### src/sv/tccp_pkg.sv
// ----------------------------------------------------------------------------
// tccp_pkg
// Shared constants, codes and command/status types of the text channel
// command parser.
// ----------------------------------------------------------------------------
package tccp_pkg;

  // fixed-point and token limits
  localparam int FRAC_BITS      = 16;
  localparam int MAX_SEPARATORS = 6;
  localparam int PARAM_COUNT    = 5;

  // field and datapath widths
  localparam int BYTE_W  = 8;
  localparam int VALUE_W = 32;
  localparam int SCALE_W = 8;
  localparam int SEP_W   = $clog2(MAX_SEPARATORS + 1);
  localparam int PROD_W  = VALUE_W + SCALE_W;
  localparam int NUM_W   = PROD_W + FRAC_BITS;
  localparam int CNT_W   = $clog2(NUM_W + 1);
  localparam int CHAN_W  = 2;

  // configuration port
  localparam int ADDR_W  = 4;
  localparam int PDATA_W = 32;
  localparam logic [1:0] REG_PITCH_LIMIT = 2'd0;
  localparam logic [1:0] REG_YAW_LIMIT   = 2'd1;
  localparam logic [1:0] REG_ROLL_LIMIT  = 2'd2;
  localparam logic [SCALE_W-1:0] LIMIT_RESET = 8'd30;

  // channel slots
  localparam logic [CHAN_W-1:0] CH_LIFT  = 2'd0;
  localparam logic [CHAN_W-1:0] CH_PITCH = 2'd1;
  localparam logic [CHAN_W-1:0] CH_YAW   = 2'd2;
  localparam logic [CHAN_W-1:0] CH_ROLL  = 2'd3;

  // reply codes
  localparam logic REPLY_OK    = 1'b0;
  localparam logic REPLY_ERROR = 1'b1;

  // scale factors from the register block
  typedef struct packed {
    logic [SCALE_W-1:0] pitch;
    logic [SCALE_W-1:0] yaw;
    logic [SCALE_W-1:0] roll;
  } limits_t;

  // controller to datapath
  typedef struct packed {
    logic              take_byte;
    logic              line_end;
    logic              mul;
    logic              load;
    logic              step;
    logic              write;
    logic              finish;
    logic [CHAN_W-1:0] idx;
  } dp_cmd_t;

  // datapath to controller
  typedef struct packed {
    logic is_newline;
    logic line_go;
    logic div_last;
  } dp_status_t;

endpackage

### src/sv/tccp_regs.sv
// ----------------------------------------------------------------------------
// tccp_regs
// Configuration registers: pitch, yaw and roll limits behind an APB-style
// port with zero wait states.
// ----------------------------------------------------------------------------
module tccp_regs (
  input  logic                          clk,
  input  logic                          rst,
  input  logic                          psel,
  input  logic                          penable,
  input  logic                          pwrite,
  input  logic [tccp_pkg::ADDR_W-1:0]   paddr,
  input  logic [tccp_pkg::PDATA_W-1:0]  pwdata,
  output logic [tccp_pkg::PDATA_W-1:0]  prdata,
  output logic                          pready,
  output tccp_pkg::limits_t             limits
);

  logic       wr_en;
  logic [1:0] reg_idx;

  assign pready  = 1'b1;
  assign wr_en   = psel && penable && pwrite;
  assign reg_idx = paddr[3:2];

  // register writes
  always_ff @(posedge clk) begin
    if (rst) begin
      limits.pitch <= tccp_pkg::LIMIT_RESET;
      limits.yaw   <= tccp_pkg::LIMIT_RESET;
      limits.roll  <= tccp_pkg::LIMIT_RESET;
    end else if (wr_en) begin
      unique case (reg_idx)
        tccp_pkg::REG_PITCH_LIMIT: limits.pitch <= pwdata[tccp_pkg::SCALE_W-1:0];
        tccp_pkg::REG_YAW_LIMIT:   limits.yaw   <= pwdata[tccp_pkg::SCALE_W-1:0];
        tccp_pkg::REG_ROLL_LIMIT:  limits.roll  <= pwdata[tccp_pkg::SCALE_W-1:0];
        default: ;
      endcase
    end
  end

  // read mux
  always_comb begin
    prdata = '0;
    unique case (reg_idx)
      tccp_pkg::REG_PITCH_LIMIT: prdata[tccp_pkg::SCALE_W-1:0] = limits.pitch;
      tccp_pkg::REG_YAW_LIMIT:   prdata[tccp_pkg::SCALE_W-1:0] = limits.yaw;
      tccp_pkg::REG_ROLL_LIMIT:  prdata[tccp_pkg::SCALE_W-1:0] = limits.roll;
      default:                   prdata = '0;
    endcase
  end

endmodule

### src/sv/tccp_div.sv
// ----------------------------------------------------------------------------
// tccp_div
// Restoring radix-2 unsigned divider, one quotient bit per step.
// ----------------------------------------------------------------------------
module tccp_div (
  input  logic                          clk,
  input  logic                          rst,
  input  logic                          load,
  input  logic                          step,
  input  logic [tccp_pkg::NUM_W-1:0]    numer,
  input  logic [tccp_pkg::VALUE_W-1:0]  denom,
  output logic [tccp_pkg::NUM_W-1:0]    quot,
  output logic                          last
);

  logic [tccp_pkg::NUM_W-1:0]   nq;
  logic [tccp_pkg::VALUE_W-1:0] rem;
  logic [tccp_pkg::CNT_W-1:0]   cnt;
  logic [tccp_pkg::VALUE_W:0]   rem_sh;
  logic [tccp_pkg::VALUE_W+1:0] diff;
  logic                         fits;

  // trial subtract of the shifted remainder
  assign rem_sh = {rem, nq[tccp_pkg::NUM_W-1]};
  assign diff   = {1'b0, rem_sh} - {2'b00, denom};
  assign fits   = !diff[tccp_pkg::VALUE_W+1];

  assign quot = nq;
  assign last = (cnt == tccp_pkg::CNT_W'(1));

  // step counter
  always_ff @(posedge clk) begin
    if (rst) begin
      cnt <= '0;
    end else if (load) begin
      cnt <= tccp_pkg::CNT_W'(tccp_pkg::NUM_W);
    end else if (step && cnt != '0) begin
      cnt <= cnt - tccp_pkg::CNT_W'(1);
    end
  end

  // numerator shifts out as quotient bits shift in
  always_ff @(posedge clk) begin
    if (load) begin
      nq  <= numer;
      rem <= '0;
    end else if (step && cnt != '0) begin
      nq  <= {nq[tccp_pkg::NUM_W-2:0], fits};
      rem <= fits ? diff[tccp_pkg::VALUE_W-1:0] : rem_sh[tccp_pkg::VALUE_W-1:0];
    end
  end

endmodule

### src/sv/tccp_dp.sv
// ----------------------------------------------------------------------------
// tccp_dp
// Datapath: line lexer, number parser, parameter store, scale multiplier,
// divider and channel registers.
// ----------------------------------------------------------------------------
module tccp_dp (
  input  logic                                clk,
  input  logic                                rst,
  input  logic [tccp_pkg::BYTE_W-1:0]         rx_byte,
  input  tccp_pkg::limits_t                   limits,
  input  tccp_pkg::dp_cmd_t                   cmd,
  output tccp_pkg::dp_status_t                status,
  output logic                                reply_kind,
  output logic                                zero_divisor,
  output logic signed [tccp_pkg::VALUE_W-1:0] lift_value,
  output logic signed [tccp_pkg::VALUE_W-1:0] pitch_value,
  output logic signed [tccp_pkg::VALUE_W-1:0] yaw_value,
  output logic signed [tccp_pkg::VALUE_W-1:0] roll_value
);

  localparam int VW = tccp_pkg::VALUE_W;
  localparam logic [VW-1:0] MAG_CAP = {1'b1, {(VW-1){1'b0}}};
  localparam logic [VW-1:0] POS_MAX = {1'b0, {(VW-1){1'b1}}};

  localparam logic [7:0] C_NL    = 8'd10;
  localparam logic [7:0] C_TAB   = 8'd9;
  localparam logic [7:0] C_SP    = 8'd32;
  localparam logic [7:0] C_VT    = 8'd11;
  localparam logic [7:0] C_FF    = 8'd12;
  localparam logic [7:0] C_CR    = 8'd13;
  localparam logic [7:0] C_PLUS  = 8'd43;
  localparam logic [7:0] C_MINUS = 8'd45;
  localparam logic [7:0] C_ZERO  = 8'd48;
  localparam logic [7:0] C_NINE  = 8'd57;
  localparam logic [7:0] C_LOW_C = 8'd99;
  localparam logic [7:0] C_LOW_H = 8'd104;

  typedef enum logic [3:0] {
    NM_START = 4'b0001,
    NM_C     = 4'b0010,
    NM_CH    = 4'b0100,
    NM_FAIL  = 4'b1000
  } name_t;

  typedef enum logic [2:0] {
    TK_SIGN   = 3'b001,
    TK_DIGITS = 3'b010,
    TK_STOP   = 3'b100
  } phase_t;

  function automatic logic [VW-1:0] mag(input logic [VW-1:0] v);
    mag = v[VW-1] ? (~v + VW'(1)) : v;
  endfunction

  // lexer state
  name_t                         name_match, name_match_next;
  phase_t                        token_phase, token_phase_next;
  logic [tccp_pkg::SEP_W-1:0]    sep_count, sep_count_next;
  logic                          token_neg, token_neg_next;
  logic [VW-1:0]                 token_acc, token_acc_next;
  logic [VW-1:0]                 params [4];
  logic [VW-1:0]                 chans [4];

  // line and arithmetic registers
  logic [VW-1:0]                 den_mag;
  logic                          den_neg;
  logic [tccp_pkg::PROD_W-1:0]   prod;
  logic                          num_neg;

  logic                          is_sep, is_nl, is_digit, is_space_skip, is_sign;
  logic [35:0]                   acc_mul;
  logic [VW-1:0]                 acc_step;
  logic [VW-1:0]                 tok_val;
  logic [tccp_pkg::SEP_W-1:0]    sep_m1;
  logic                          line_ch5;
  logic [VW-1:0]                 cur_param;
  logic [tccp_pkg::SCALE_W-1:0]  cur_scale;
  logic [tccp_pkg::NUM_W-1:0]    quot;
  logic                          div_last;
  logic                          q_big, q_neg;
  logic [VW-1:0]                 chan_new;

  // byte classes
  assign is_nl         = (rx_byte == C_NL);
  assign is_sep        = (rx_byte == C_SP) || (rx_byte == C_TAB);
  assign is_digit      = (rx_byte >= C_ZERO) && (rx_byte <= C_NINE);
  assign is_space_skip = (rx_byte == C_CR) || (rx_byte == C_VT) || (rx_byte == C_FF);
  assign is_sign       = (rx_byte == C_PLUS) || (rx_byte == C_MINUS);

  // accumulator times ten plus digit, capped at 2^31
  assign acc_mul  = {1'b0, token_acc, 3'b000} + {3'b000, token_acc, 1'b0}
                  + {32'd0, rx_byte[3:0]};
  assign acc_step = (acc_mul >= {4'd0, MAG_CAP}) ? MAG_CAP : acc_mul[VW-1:0];

  // signed token value with saturation
  always_comb begin
    if (token_neg) begin
      tok_val = ~token_acc + VW'(1);
    end else begin
      tok_val = (token_acc >= MAG_CAP) ? POS_MAX : token_acc;
    end
  end

  assign sep_m1   = sep_count - tccp_pkg::SEP_W'(1);
  assign line_ch5 = (name_match == NM_CH)
                 && (sep_count == tccp_pkg::SEP_W'(tccp_pkg::PARAM_COUNT));

  assign status.is_newline = is_nl;
  assign status.line_go    = line_ch5 && (tok_val != '0);
  assign status.div_last   = div_last;

  // lexer next state
  always_comb begin
    name_match_next  = name_match;
    token_phase_next = token_phase;
    sep_count_next   = sep_count;
    token_neg_next   = token_neg;
    token_acc_next   = token_acc;
    if (cmd.take_byte) begin
      priority if (is_nl) begin
        name_match_next  = NM_START;
        sep_count_next   = '0;
        token_phase_next = TK_SIGN;
        token_neg_next   = 1'b0;
        token_acc_next   = '0;
      end else if (is_sep) begin
        if (sep_count < tccp_pkg::SEP_W'(tccp_pkg::MAX_SEPARATORS)) begin
          sep_count_next = sep_count + tccp_pkg::SEP_W'(1);
        end
        token_phase_next = TK_SIGN;
        token_neg_next   = 1'b0;
        token_acc_next   = '0;
      end else begin
        // command name match on the first token
        if (sep_count == '0) begin
          if (name_match == NM_START && rx_byte == C_LOW_C) begin
            name_match_next = NM_C;
          end else if (name_match == NM_C && rx_byte == C_LOW_H) begin
            name_match_next = NM_CH;
          end else begin
            name_match_next = NM_FAIL;
          end
        end
        // atol-style number scan
        unique case (token_phase)
          TK_SIGN: begin
            priority if (is_space_skip) begin
              token_phase_next = TK_SIGN;
            end else if (is_sign) begin
              token_neg_next   = (rx_byte == C_MINUS);
              token_phase_next = TK_DIGITS;
            end else if (!is_digit) begin
              token_phase_next = TK_STOP;
            end else begin
              token_phase_next = TK_DIGITS;
              token_acc_next   = acc_step;
            end
          end
          TK_DIGITS: begin
            if (is_digit) begin
              token_acc_next = acc_step;
            end else begin
              token_phase_next = TK_STOP;
            end
          end
          TK_STOP: token_phase_next = TK_STOP;
          default: token_phase_next = TK_STOP;
        endcase
      end
    end
  end

  // lexer registers
  always_ff @(posedge clk) begin
    if (rst) begin
      name_match  <= NM_START;
      token_phase <= TK_SIGN;
      sep_count   <= '0;
      token_neg   <= 1'b0;
      token_acc   <= '0;
    end else begin
      name_match  <= name_match_next;
      token_phase <= token_phase_next;
      sep_count   <= sep_count_next;
      token_neg   <= token_neg_next;
      token_acc   <= token_acc_next;
    end
  end

  // parameter store: written at separators, cleared when a line is done
  always_ff @(posedge clk) begin
    if (rst || cmd.finish) begin
      for (int i = 0; i < 4; i++) begin
        params[i] <= '0;
      end
    end else if (cmd.take_byte && is_sep && sep_count >= tccp_pkg::SEP_W'(1)
                 && sep_count <= tccp_pkg::SEP_W'(4)) begin
      params[sep_m1[1:0]] <= tok_val;
    end
  end

  // line outcome and divisor capture
  always_ff @(posedge clk) begin
    if (rst) begin
      reply_kind   <= tccp_pkg::REPLY_ERROR;
      zero_divisor <= 1'b0;
    end else if (cmd.line_end) begin
      reply_kind   <= status.line_go ? tccp_pkg::REPLY_OK : tccp_pkg::REPLY_ERROR;
      zero_divisor <= line_ch5 && (tok_val == '0);
    end
  end

  always_ff @(posedge clk) begin
    if (cmd.line_end) begin
      den_mag <= mag(tok_val);
      den_neg <= tok_val[VW-1];
    end
  end

  // scale multiply of the selected parameter
  assign cur_param = params[cmd.idx];

  always_comb begin
    unique case (cmd.idx)
      tccp_pkg::CH_LIFT:  cur_scale = tccp_pkg::SCALE_W'(1);
      tccp_pkg::CH_PITCH: cur_scale = limits.pitch;
      tccp_pkg::CH_YAW:   cur_scale = limits.yaw;
      tccp_pkg::CH_ROLL:  cur_scale = limits.roll;
      default:            cur_scale = limits.roll;
    endcase
  end

  always_ff @(posedge clk) begin
    if (cmd.mul) begin
      prod    <= tccp_pkg::PROD_W'(mag(cur_param)) * tccp_pkg::PROD_W'(cur_scale);
      num_neg <= cur_param[VW-1];
    end
  end

  tccp_div u_div (
    .clk   (clk),
    .rst   (rst),
    .load  (cmd.load),
    .step  (cmd.step),
    .numer ({prod, {tccp_pkg::FRAC_BITS{1'b0}}}),
    .denom (den_mag),
    .quot  (quot),
    .last  (div_last)
  );

  // sign and saturation of the quotient
  assign q_big = |quot[tccp_pkg::NUM_W-1:VW-1];
  assign q_neg = (num_neg != den_neg) && (quot != '0);

  always_comb begin
    if (q_neg) begin
      chan_new = q_big ? MAG_CAP : (~quot[VW-1:0] + VW'(1));
    end else begin
      chan_new = q_big ? POS_MAX : quot[VW-1:0];
    end
  end

  // channel registers
  always_ff @(posedge clk) begin
    if (rst) begin
      for (int i = 0; i < 4; i++) begin
        chans[i] <= '0;
      end
    end else if (cmd.write) begin
      chans[cmd.idx] <= chan_new;
    end
  end

  assign lift_value  = chans[0];
  assign pitch_value = chans[1];
  assign yaw_value   = chans[2];
  assign roll_value  = chans[3];

endmodule

### src/sv/tccp_ctrl.sv
// ----------------------------------------------------------------------------
// tccp_ctrl
// Controller: takes bytes, and at each newline sequences the four scaled
// divisions (error lines skip them) before presenting one reply beat.
// ----------------------------------------------------------------------------
module tccp_ctrl (
  input  logic                 clk,
  input  logic                 rst,
  input  logic                 in_valid,
  output logic                 in_stall,
  output logic                 out_valid,
  input  logic                 out_stall,
  input  tccp_pkg::dp_status_t status,
  output tccp_pkg::dp_cmd_t    cmd
);

  typedef enum logic [5:0] {
    S_IDLE  = 6'b000001,
    S_MUL   = 6'b000010,
    S_LOAD  = 6'b000100,
    S_DIV   = 6'b001000,
    S_WRITE = 6'b010000,
    S_REPLY = 6'b100000
  } state_t;

  state_t                        state, state_next;
  logic [tccp_pkg::CHAN_W-1:0]   idx, idx_next;
  logic                          accept;

  // a newline waits until the previous reply beat is gone
  assign in_stall = (state != S_IDLE) || (out_valid && status.is_newline);
  assign accept   = in_valid && !in_stall;

  // next state
  always_comb begin
    state_next = state;
    idx_next   = idx;
    unique case (state)
      S_IDLE: begin
        if (accept && status.is_newline) begin
          idx_next   = tccp_pkg::CH_LIFT;
          state_next = status.line_go ? S_MUL : S_REPLY;
        end
      end
      S_MUL:  state_next = S_LOAD;
      S_LOAD: state_next = S_DIV;
      S_DIV: begin
        if (status.div_last) begin
          state_next = S_WRITE;
        end
      end
      S_WRITE: begin
        if (idx == tccp_pkg::CH_ROLL) begin
          state_next = S_REPLY;
        end else begin
          idx_next   = idx + tccp_pkg::CHAN_W'(1);
          state_next = S_MUL;
        end
      end
      S_REPLY: state_next = S_IDLE;
      default: state_next = S_IDLE;
    endcase
  end

  always_ff @(posedge clk) begin
    if (rst) begin
      state <= S_IDLE;
      idx   <= '0;
    end else begin
      state <= state_next;
      idx   <= idx_next;
    end
  end

  // reply beat holds until taken
  always_ff @(posedge clk) begin
    if (rst) begin
      out_valid <= 1'b0;
    end else if (state == S_REPLY) begin
      out_valid <= 1'b1;
    end else if (out_valid && !out_stall) begin
      out_valid <= 1'b0;
    end
  end

  // datapath commands
  assign cmd.take_byte = accept;
  assign cmd.line_end  = accept && status.is_newline;
  assign cmd.mul       = (state == S_MUL);
  assign cmd.load      = (state == S_LOAD);
  assign cmd.step      = (state == S_DIV);
  assign cmd.write     = (state == S_WRITE);
  assign cmd.finish    = (state == S_REPLY);
  assign cmd.idx       = idx;

endmodule

### src/sv/text_channel_command_parser.sv
// ----------------------------------------------------------------------------
// text_channel_command_parser
// Ordinary bytes are taken one per cycle while the controller is idle.
// A newline gives one reply beat: directly for an error line, else after
// four scaled divisions (multiply, load, bit-serial divide, write each).
// Synchronous active-high reset: limits to 30, channels and line state to 0.
// ----------------------------------------------------------------------------
module text_channel_command_parser (
  input  logic                                clk,
  input  logic                                rst,
  // configuration port
  input  logic                                psel,
  input  logic                                penable,
  input  logic                                pwrite,
  input  logic [tccp_pkg::ADDR_W-1:0]         paddr,
  input  logic [tccp_pkg::PDATA_W-1:0]        pwdata,
  output logic [tccp_pkg::PDATA_W-1:0]        prdata,
  output logic                                pready,
  // byte input
  input  logic                                in_valid,
  output logic                                in_stall,
  input  logic [tccp_pkg::BYTE_W-1:0]         rx_byte,
  // reply output
  output logic                                out_valid,
  input  logic                                out_stall,
  output logic                                reply_kind,
  output logic                                zero_divisor,
  output logic signed [tccp_pkg::VALUE_W-1:0] lift_value,
  output logic signed [tccp_pkg::VALUE_W-1:0] pitch_value,
  output logic signed [tccp_pkg::VALUE_W-1:0] yaw_value,
  output logic signed [tccp_pkg::VALUE_W-1:0] roll_value
);

  tccp_pkg::limits_t    limits;
  tccp_pkg::dp_cmd_t    cmd;
  tccp_pkg::dp_status_t status;

  tccp_regs u_regs (
    .clk     (clk),
    .rst     (rst),
    .psel    (psel),
    .penable (penable),
    .pwrite  (pwrite),
    .paddr   (paddr),
    .pwdata  (pwdata),
    .prdata  (prdata),
    .pready  (pready),
    .limits  (limits)
  );

  tccp_ctrl u_ctrl (
    .clk       (clk),
    .rst       (rst),
    .in_valid  (in_valid),
    .in_stall  (in_stall),
    .out_valid (out_valid),
    .out_stall (out_stall),
    .status    (status),
    .cmd       (cmd)
  );

  tccp_dp u_dp (
    .clk          (clk),
    .rst          (rst),
    .rx_byte      (rx_byte),
    .limits       (limits),
    .cmd          (cmd),
    .status       (status),
    .reply_kind   (reply_kind),
    .zero_divisor (zero_divisor),
    .lift_value   (lift_value),
    .pitch_value  (pitch_value),
    .yaw_value    (yaw_value),
    .roll_value   (roll_value)
  );

  // an error line is answered through the reply state, without divisions
  a_error_reply: assert property (@(posedge clk) disable iff (rst)
    cmd.line_end && !status.line_go |=> ##1 out_valid)
    else $error("error reply not presented after newline");

  // channels only move on a divider write-back
  a_chan_write: assert property (@(posedge clk) disable iff (rst)
    !$past(rst) && !$stable({lift_value, pitch_value, yaw_value, roll_value})
    |-> $past(cmd.write))
    else $error("channel changed outside write-back");

  // a reply beat appears only at the end of a line
  a_reply_rise: assert property (@(posedge clk) disable iff (rst)
    $rose(out_valid) |-> $past(cmd.finish))
    else $error("reply beat without finished line");

  // a zero divisor is always an error reply
  a_zdiv_kind: assert property (@(posedge clk) disable iff (rst)
    out_valid && zero_divisor |-> reply_kind == tccp_pkg::REPLY_ERROR)
    else $error("zero divisor reported as success");

endmodule
### config.mk
export PLATFORM = sky130hd
export DESIGN_NAME = text_channel_command_parser
export DESIGN_NICKNAME = d
export VERILOG_FILES = /design/src/sv/tccp_pkg.sv /design/src/sv/tccp_regs.sv /design/src/sv/tccp_div.sv /design/src/sv/tccp_dp.sv /design/src/sv/tccp_ctrl.sv /design/src/sv/text_channel_command_parser.sv
export SDC_FILE = /design/constraint.sdc
export NUM_CORES = 2
export LEC_CHECK = 0
export BUFFER_PORTS_ARGS = -buffer_cell sky130_fd_sc_hd__buf_2
export CORE_MARGIN = 1
export CORE_UTILIZATION = 49
export DETAILED_ROUTE_END_ITERATION = 8
export PLACE_DENSITY = 0.73
export SLEW_MARGIN = 20
export SYNTH_ARGS = -nofsm -noshare
export SYNTH_HDL_FRONTEND = slang
export SYNTH_SLANG_ARGS = --single-unit
### constraint.sdc
create_clock -name clk -period 7 [get_ports clk]
set_clock_uncertainty 0.05 [all_clocks]
set_input_delay 1.4 -clock clk [delete_from_list [all_inputs] [get_ports clk]]
set_output_delay 1.4 -clock clk [all_outputs]
set_load 0.05 [all_outputs]
==> metrics.md <==
| Metric | Value |
|---|---|
| CP Max Fanout | 7 |
| Unrepaired setup endpoints after global routing | yes |
| Area contributors post-synth | edfxtp_1 32%, fa_1 11%, dfxtp_1 7.8% |
| Outcome | finished with violations |
| Post-route ant nets | 0 |
| Power density over the cells | around 170 nW/µm² |
| Worst vdd ir | 0.1677 mV |
| Most common cell after layout, fill and taps aside | nor2_1 |
| Fin worst setup slack | -26.07 ps |
| First-iteration detailed-routing DRC count | about 2100 |
| Worst Hold Class | flop to flop |
| Setup violations, final | 1 |
| Critical Path Sink Type | flop |
| Syn_area_per_cell | 9.963 µm² |
| Largest area contributor in the netlist | edfxtp_1 |
| Final GP Congestion | 0.8964 |
| Grt total ovfl | 0 |
| Final hold vios | 0 |
| Worst skew pair latency | between 600 and 700 ps |
| Slew headroom | 0.3215 |
| Initial Util | 0.4991 |
| Post-DR vias/cell | 5.633 |
| Mapped Area | roughly 35000 µm² |
| Non-filler cells, final | 4722 |
| Area grow syn2layout | 15.70% |
| Via count | around 27000 |
| Layout cells sized above 1 | 0.1855 |
| Number of synthesized flops with an enable pin | 370 |
| Synthesis-stage register bit count | 504 |
| Post-route clock period utilization | 1.004 |
| Initial antenna violation count | 7 |
| Main synth FF type | edfxtp_1 |
| Critical path arrival | 7330 ps |
| Wirelength per Cell | roughly 18 µm |
| Largest net degree at the start of global routing | 73 |
| Dpl hpwl | 61.43 mm |
| WL final | 83.80 mm |
| Final std cell area, no fill | 39950 µm² |
| Leak Pwr | 16.99 nW |
| CTS buffer count | 51 |
| Fillers | 5804 |
| Drt pass-1 iters | 6 |
| Max-cap violations | 0 |
| F_max | 142.3 MHz |
| Crit start category | flop |
| # port buffers | 164 |
| FFs w/ async S/R, synth | 0 |
| First-pass GRT wire length | 134.3 mm |
| Yosys top cell area share | 0.3218 |
| Die span in x | 267.5 µm |
| Final layout net count | 4144 |
| Yosys warnings | 0 |
| # rows | 96 |
| DP Area | 37570 µm² |
| CTS Sinks | 504 |
| Core area | 69190 µm² |
| Vias in the first global route | 25740 |
| DIE AREA | around 72000 µm² |
| Seq/Total Area, Yosys | 0.3994 |
| # placed instances | 4599 |
| Root buf cell | clkbuf_16 |
| Clock Tree Buf Depth | 3 |
| GRT Overall Usage | 0.2346 |
| Num ports | 216 |
| CTS tree | built |
| Failing checks | negative setup slack |
| Htree depth | 2 |
| Worst Tran Pin Value | 1018 ps |
| Die height | 267.5 µm |
| Commonest cells after routing, fill and taps aside | 582 x nor2_1, 370 x edfxtp_1, 270 x inv_1 |
| Netlist cell types | 102 |
| Hold buffer count at CTS | 0 |
| Mapped Cells | 3466 |
| Final slew viol count | 0 |
| Clock-pin slew on the worst setup and hold paths | 60 ps |
| # DRC | 0 |
| Minimum clock period | 7026 ps |
| CP required | between 7000 and 8000 ps |
| Crit Path Class | flop to flop |
[flip-flops by register name (all words and copies together), names as in the netlist, 2 cells and up, named ones only]
| name | cells |
|---|---|
| u_dp.params | 128 |
| u_dp.name_match | 4 |
| u_dp.u_div.cnt | 6 |
| u_dp.prod | 40 |
| u_dp.chans | 128 |
| u_dp.u_div.rem | 32 |
| u_ctrl.state | 6 |
| u_dp.token_phase | 3 |
| u_dp.sep_count | 3 |
| u_ctrl.idx | 2 |
| u_dp.den_mag | 32 |
| u_dp.token_acc | 32 |
| u_regs.limits | 24 |
| u_dp.u_div.quot | 56 |
[cell type report]
type,instances,area [µm²],area share
antenna,6,15.01,0.0003758
inverter,279,1052,0.02634
clock buffer,66,1410,0.03529
timing repair buffer,390,2557,0.06401
tap,931,1165,0.02916
clock inverter,30,424.2,0.01062
sequential,504,13800,0.3454
multi-input combinational,2516,19530,0.4889
[Yosys cell counts (25+ instances only)]
library cell and count:
buf_4 26, nor2_1 592, o21ai_0 125, or2_2 45, xor2_1 66, clkbuf_1 133
nand3_1 62, a31oi_1 26, a21o_1 43, fa_1 183, nand2_1 179, dfxtp_1 134
nand2b_1 34, and3_1 25, a22o_1 75, ha_1 168, nor2b_1 30, mux4_2 31
xnor2_1 92, mux2i_1 48, and2_1 53, edfxtp_1 370, inv_1 276, a21oi_1 165
nor3_1 57
[worst max-delay path: stages (launching register included)]
cell and delay [ps]:
dfxtp_4 420, mux4_2 590, clkinv_4 70, ha_2 150
inv_1 40, or3_4 380, nor2_4 110, and2_4 170
inv_2 40, o21ai_4 160, xor2_4 290, nor2_2 80
fa_1 500, fa_1 430, fa_1 490, inv_1 50
fa_1 570, inv_2 60, ha_4 240, a21oi_4 130
nand2_1 60, a221o_1 320, a31o_4 230, a311o_1 340
a221o_1 340, a21oi_2 190, o21ai_1 100, xor2_1 150
[power breakdown]
part / switching [W] / internal, W / total [W]
Sequential: 0.0000183 / 0.00324 / 0.00326
Clock: 0.00121 / 0.00174 / 0.00294
Combinational: 0.000338 / 0.000157 / 0.000495
[logic make-up after synthesis]
group | after synthesis | synth area share
buffers and inverters | 469 | 0.05497
other | 2 | 0.0002175
adder cells (fa/ha/maj) | 351 | 0.1670
AO/OA/AOI/OAI | 678 | 0.1337
XOR/XNOR | 159 | 0.04054
flip-flops | 504 | 0.3994
multiplexers | 83 | 0.03544
AND/OR/NAND/NOR | 1220 | 0.1687
[layer usage]
metal,global-route usage,wire [µm]
met1,0.3053,35680
met2,0.3993,40400
met3,0.03558,5389
met4,0.07830,2301
met5,0,27
[worst paths after layout]
path / from / end / slack [ps] / cells past startpoint
hold reg to reg: u_dp.zero_divisor / u_dp.zero_divisor / 400 / 2
setup reg to reg: flop / u_dp.prod[36] / -30 / 27
hold / removal: u_dp.zero_divisor / u_dp.zero_divisor / 400 / 2
setup / recovery: flop / u_dp.prod[36] / -30 / 27
[metrics by stage]
stage | setup TNS (ps) | hold slack (ps) | setup WS, ps | util | power (W)
floorplan | -7.728 | 394.7 | -7.728 | - | 0.003658
global placement | -1817 | 391.1 | -231.7 | 0.5430 | 0.003793
detailed placement | -3357 | 395.4 | -430.7 | 0.5430 | 0.003801
CTS | -60.04 | 404.3 | -37.01 | 0.5746 | 0.006736
global route | -2572 | 436.4 | -302.6 | 0.5774 | 0.006884
finish | -26.07 | 400.2 | -26.07 | 0.5775 | 0.006700
[what timing repair did]
action,CTS,global route
setup buffers,17,4
hold endpoints to repair,0,0
setup endpoints to repair,16,16
pin swaps,30,21
gates resized for setup,42,36
Note: power is estimated with default switching activity, not from simulation.
